File: src/hw/rtl/qte_pkg.sv
// Shared constants, record types and tables for the quaternion to Euler angle core.
package qte_pkg;

    localparam int ANGLE_BITS    = 16;
    localparam int CORDIC_STAGES = 16;
    localparam int SQRT_STEPS    = 31;
    localparam int NORM_STEPS    = 6;
    localparam int ATAN_LAT      = 1 + NORM_STEPS + 1 + CORDIC_STAGES;
    localparam int PIPE_LAT      = 4 + SQRT_STEPS + ATAN_LAT;

    localparam logic signed [63:0] ONE_Q58 = 64'sd1 <<< 58;
    localparam logic [31:0] QUARTER_POS = 32'h4000_0000;
    localparam logic [31:0] QUARTER_NEG = 32'hC000_0000;
    localparam logic [31:0] ROUND_HALF  = 32'd1 << (31 - ANGLE_BITS);

    typedef struct packed {
        logic signed [63:0] ww, xx, zz, xy, wz, xz, wy, yz, wx;
    } t_prod;

    typedef struct packed {
        logic signed [63:0] yaw_y, yaw_x, s, roll_y, roll_x;
    } t_sum;

    typedef struct packed {
        logic signed [31:0] s30;
        logic signed [63:0] yaw_y, yaw_x, roll_y, roll_x;
    } t_clamp;

    typedef struct packed {
        logic [63:0]        v;
        logic [63:0]        res;
        logic signed [31:0] s30;
        logic signed [63:0] yaw_y, yaw_x, roll_y, roll_x;
    } t_sq_stage;

    typedef struct packed {
        logic signed [63:0] x, y;
        logic [63:0]        m;
        logic               zero;
    } t_norm;

    typedef struct packed {
        logic signed [33:0] x, y;
        logic [31:0]        z;
        logic               zero;
    } t_cordic;

    // atan(2^-i) in units of 2^-32 of a full turn
    function automatic logic [31:0] atan_lut(input logic [4:0] idx);
        logic [31:0] a;
        case (idx)
            5'd0:  a = 32'd536870912;
            5'd1:  a = 32'd316933406;
            5'd2:  a = 32'd167458907;
            5'd3:  a = 32'd85004756;
            5'd4:  a = 32'd42667331;
            5'd5:  a = 32'd21354465;
            5'd6:  a = 32'd10679838;
            5'd7:  a = 32'd5340245;
            5'd8:  a = 32'd2670163;
            5'd9:  a = 32'd1335087;
            5'd10: a = 32'd667544;
            5'd11: a = 32'd333772;
            5'd12: a = 32'd166886;
            5'd13: a = 32'd83443;
            5'd14: a = 32'd41722;
            5'd15: a = 32'd20861;
            5'd16: a = 32'd10430;
            5'd17: a = 32'd5215;
            5'd18: a = 32'd2608;
            5'd19: a = 32'd1304;
            5'd20: a = 32'd652;
            5'd21: a = 32'd326;
            5'd22: a = 32'd163;
            5'd23: a = 32'd81;
            default: a = 32'd0;
        endcase
        return a;
    endfunction

    // Round a full-turn angle to nearest, ties up, wrapping, into the 16-bit field.
    function automatic logic [15:0] to_field(input logic [31:0] a);
        logic [31:0] r;
        r = (a + ROUND_HALF) >> (32 - ANGLE_BITS);
        return r[15:0];
    endfunction

endpackage

File: src/hw/rtl/qte_sqrt_cell.sv
// One restoring square root step: decides one result bit and hands the rest on.
module qte_sqrt_cell (
    input  logic                   i_clk,
    input  logic                   i_en,
    input  logic [4:0]             i_step,
    input  qte_pkg::t_sq_stage     i_d,
    output qte_pkg::t_sq_stage     o_d
);
    logic [63:0]        bitv;
    qte_pkg::t_sq_stage n_d;
    qte_pkg::t_sq_stage r_d;

    always_comb begin
        bitv = 64'd1 << (7'd60 - {1'b0, i_step, 1'b0});
        n_d  = i_d;
        if (i_d.v >= i_d.res + bitv) begin
            n_d.v   = i_d.v - (i_d.res + bitv);
            n_d.res = (i_d.res >> 1) + bitv;
        end else begin
            n_d.res = i_d.res >> 1;
        end
    end

    always_ff @(posedge i_clk) begin
        if (i_en) begin
            r_d <= n_d;
        end
    end

    assign o_d = r_d;
endmodule

File: config.mk
export PLATFORM = sky130hd
export DESIGN_NAME = qte_sqrt_cell
export DESIGN_NICKNAME = d
export VERILOG_FILES = /design/src/hw/rtl/qte_pkg.sv /design/src/hw/rtl/qte_sqrt_cell.sv
export SDC_FILE = /design/constraint.sdc
export NUM_CORES = 1
export LEC_CHECK = 0
export ABC_AREA = 1
export CORE_AREA = 2 2 327 329
export DETAILED_ROUTE_END_ITERATION = 10
export DIE_AREA = 0 0 329 331
export DONT_BUFFER_PORTS = 1
export MAX_ROUTING_LAYER = met4
export SYNTH_ARGS = -nofsm -noshare
export SYNTH_HDL_FRONTEND = slang
export SYNTH_SLANG_ARGS = --single-unit
File: constraint.sdc
create_clock -name i_clk -period 10.34 [get_ports i_clk]
set_input_delay 1.034 -clock i_clk [delete_from_list [all_inputs] [get_ports i_clk]]
set_output_delay 1.034 -clock i_clk [all_outputs]
set_load 0.02 [all_outputs]
==> flow_summary.json <==
{
  "status": "finished, final reports clean",
  "worst_ep_arrival_time_ns": 8.07,
  "min_path_type": "in2reg",
  "drive_gt1_share_pct": 5.223,
  "worst_path_largest_cell_delay_ns": 0.86,
  "cts_resized": 0,
  "cts_root_buf": "clkbuf_16",
  "yosysSeqAreaShare_pct": 47.13,
  "cts.sinks": 416,
  "layout_setup_ws_ns": 2.756,
  "dp_hpwl_um": 133700,
  "synth_nets": 3761,
  "track_usage_pct": 28.45,
  "cts_tree": "built",
  "h-tree-depth": 2,
  "p_per_area_nw_per_um2": 169.5,
  "portBuffers": 0,
  "worstSetupEndpoint": "o_d[326]$_DFFE_PP_",
  "fmax_ghz": 0.1319,
  "largest_reg_flops": 416,
  "use_met3_pct": 10.50,
  "slew_headroom_pct": 12.75,
  "ir_drop_v": 0.0002072,
  "async_reset_ff_share_pct": 0,
  "grt-busiest-layer": "met2",
  "globalplace.congestion": 1.048,
  "wl_um": 156800,
  "core_um2": 105000,
  "area.growth.synth_to_final_pct": 12.67,
  "drtIter0Drc": 2042,
  "grt_overflow_total": 0,
  "via_per_inst": 5.070,
  "ant_nets": 0,
  "path_depth": 30,
  "drcViolationCount": 0,
  "required_ns": 10.83,
  "dieHeight_um": 331,
  "finalCritPeriodShare_pct": 73.35,
  "num_io_pins": 839,
  "antenna_found_initial": 57,
  "die_w_um": 329,
  "setup_viol": 0,
  "vias": 23798,
  "dieArea_um2": 108900,
  "rsz0062_at_grt": "no",
  "leakagePower_nw": 11.32,
  "tns_ns": 0,
  "wl_per_cell_um": 33.41,
  "clk_path_buf_depth": 3,
  "avgSynthCellArea_um2": 8.264,
  "ys_warn_count": 0,
  "hold_buffers": 0,
  "critical_path.endpoint_type": "register",
  "synth_edf_count": 416,
  "tightest_slew_ns": 1.309,
  "grt_pass1_wl_um": 202100,
  "critPathKind": "in2reg",
  "grt_pass1_vias": 23071,
  "cap_violations": 0,
  "use_met1_pct": 30.15,
  "numCtsBuffers": 50,
  "num-fill-cells": 11369,
  "min_from": "i_d[88]",
  "critPathLaunchType": "input port",
  "cp_slowest_cell": "buf_4",
  "synth_cells": 3207,
  "drt_first_pass_iters": 7,
  "yosysUniqueCellTypes": 56,
  "path_buf_inv": 6,
  "post_cts_buffers": 0,
  "pre_cts_slack_ns": 2.311,
  "finalHoldViolations": 0,
  "finalCriticalPeriod_ns": 7.584,
  "cp_common_cell": "nand2_1",
  "nets": 3788,
  "rows": 119,
  "initial_core_util_pct": 25.25,
  "synth.ff_latch_count": 416,
  "synth_ff_type": "edfxtp_1",
  "crit_family": "simple AND/OR/NAND/NOR gates",
  "clkTransAtPathRegs_ns": 0.07,
  "syn_area_um2": 26500,
  "crit_fanout": 87,
  "use_met2_pct": 49.62,
  "cp-startpoint": "i_step[3]",
  "drv_slew": 0,
  "grt_max_degree": 417
}
## Yosys cell counts (3+ instances only)
cell type,count,share of area [%]
nand4_1,45,1.1
a211oi_1,6,0.17
nand3_1,140,2.6
o221a_2,4,0.17
a21o_1,18,0.51
or2_2,6,0.14
nor2_2,6,0.14
inv_2,17,0.24
nand3_2,4,0.15
clkbuf_1,3,0.042
buf_6,4,0.17
buf_4,10,0.28
nand3b_1,31,0.88
o21bai_1,11,0.31
a31oi_1,21,0.50
edfxtp_1,416,47
o21ai_2,6,0.20
o21ai_0,198,3.7
nor2_1,399,5.7
xor2_1,35,1.2
nor3_1,47,0.89
and3_1,4,0.094
xnor2_2,8,0.49
inv_1,425,6.0
nand2_4,3,0.13
nor4_1,15,0.35
o21ai_1,51,0.96
o22ai_1,3,0.071
o211ai_1,5,0.14
xnor2_1,64,2.1
o21a_1,16,0.45
nand2_2,23,0.54
a221oi_1,6,0.20
nand2_1,805,11
buf_2,13,0.25
or2_1,6,0.14
ha_1,130,6.1
a21boi_0,8,0.23
a21oi_1,171,3.2
## metrics by stage
stage | util [%] | cells | cell area (µm²) | hold WS [ns] | power, mW
2_1_floorplan | - | 3207 | 26500 | 1.133 | 2.815
3_3_place_gp | 26.76 | 4573 | 28090 | 1.133 | 3.210
3_5_place_dp | 26.76 | 4573 | 28090 | 1.133 | 3.203
4_1_cts | 28.38 | 4665 | 29790 | 0.4371 | 5.112
5_1_grt | 28.43 | 4686 | 29840 | 0.4421 | 5.240
6_report | 28.45 | 4694 | 29860 | 0.4768 | 5.062
## cell families after synthesis
kind of cell,Yosys count,share of synthesized area [%]
buf+inv,473,7.015
fa+ha+maj,131,6.213
compound gates,540,11.40
flops,416,47.13
xor+xnor,107,3.763
simple gates,1540,24.48
## cells in the final DEF (no fill, tap or decap), types with 8 or more instances in the layout
cell type	instances
diode_2	29
ha_1	130
inv_1	425
nand4_1	45
nand3_1	140
clkbuf_16	50
nor3_1	47
edfxtp_1	416
inv_2	16
o21bai_1	11
nand2_1	805
o21ai_1	51
xor2_1	35
a31oi_1	21
o21a_1	16
nand3b_1	31
xnor2_2	8
nor2_1	399
o21ai_0	198
xnor2_1	64
a21o_1	18
nor4_1	15
nand2_2	23
clkbuf_1	8
a21oi_1	171
a21boi_0	8
## report_power, final
group	total, mW	internal, mW	switching (mW)
clock network	1.89	1.06	0.830
logic	0.712	0.212	0.500
registers	2.46	2.07	0.392
total	5.06	3.34	1.72
## worst min-delay path by stage
stage | depth (start not counted) | endpoint | slack (ns)
after floorplan | 0 | o_d[0]$_DFFE_PP_ | 1.13
after global placement | 0 | o_d[184]$_DFFE_PP_ | 1.13
after detailed placement | 0 | o_d[105]$_DFFE_PP_ | 1.13
after CTS | 0 | o_d[8]$_DFFE_PP_ | 0.44
after global routing | 0 | o_d[8]$_DFFE_PP_ | 0.44
final | 0 | o_d[88]$_DFFE_PP_ | 0.48
## layer usage
| metal | share of wire (%) | up-vias |
|---|---|---|
| met5 | 0 | - |
| met2 | 50 | 1039 |
| met4 | 3.1 | 0 |
| met3 | 9.5 | 213 |
| met1 | 37 | 11622 |
| li1 | - | 10924 |
## cell type report
class                      count  area (µm²)  share of cell area (%)
multi-input combinational   2318       12160                   40.72
sequential                   416       12490                   41.84
timing repair buffer           5       37.54                  0.1257
inverter                     443        1664                   5.573
clock buffer                  58        1281                   4.291
clock inverter                34       412.9                   1.383
antenna                       29       72.57                  0.2430
tap                         1391        1740                   5.829
No activity file was read; power rests on OpenSTA's default activity.
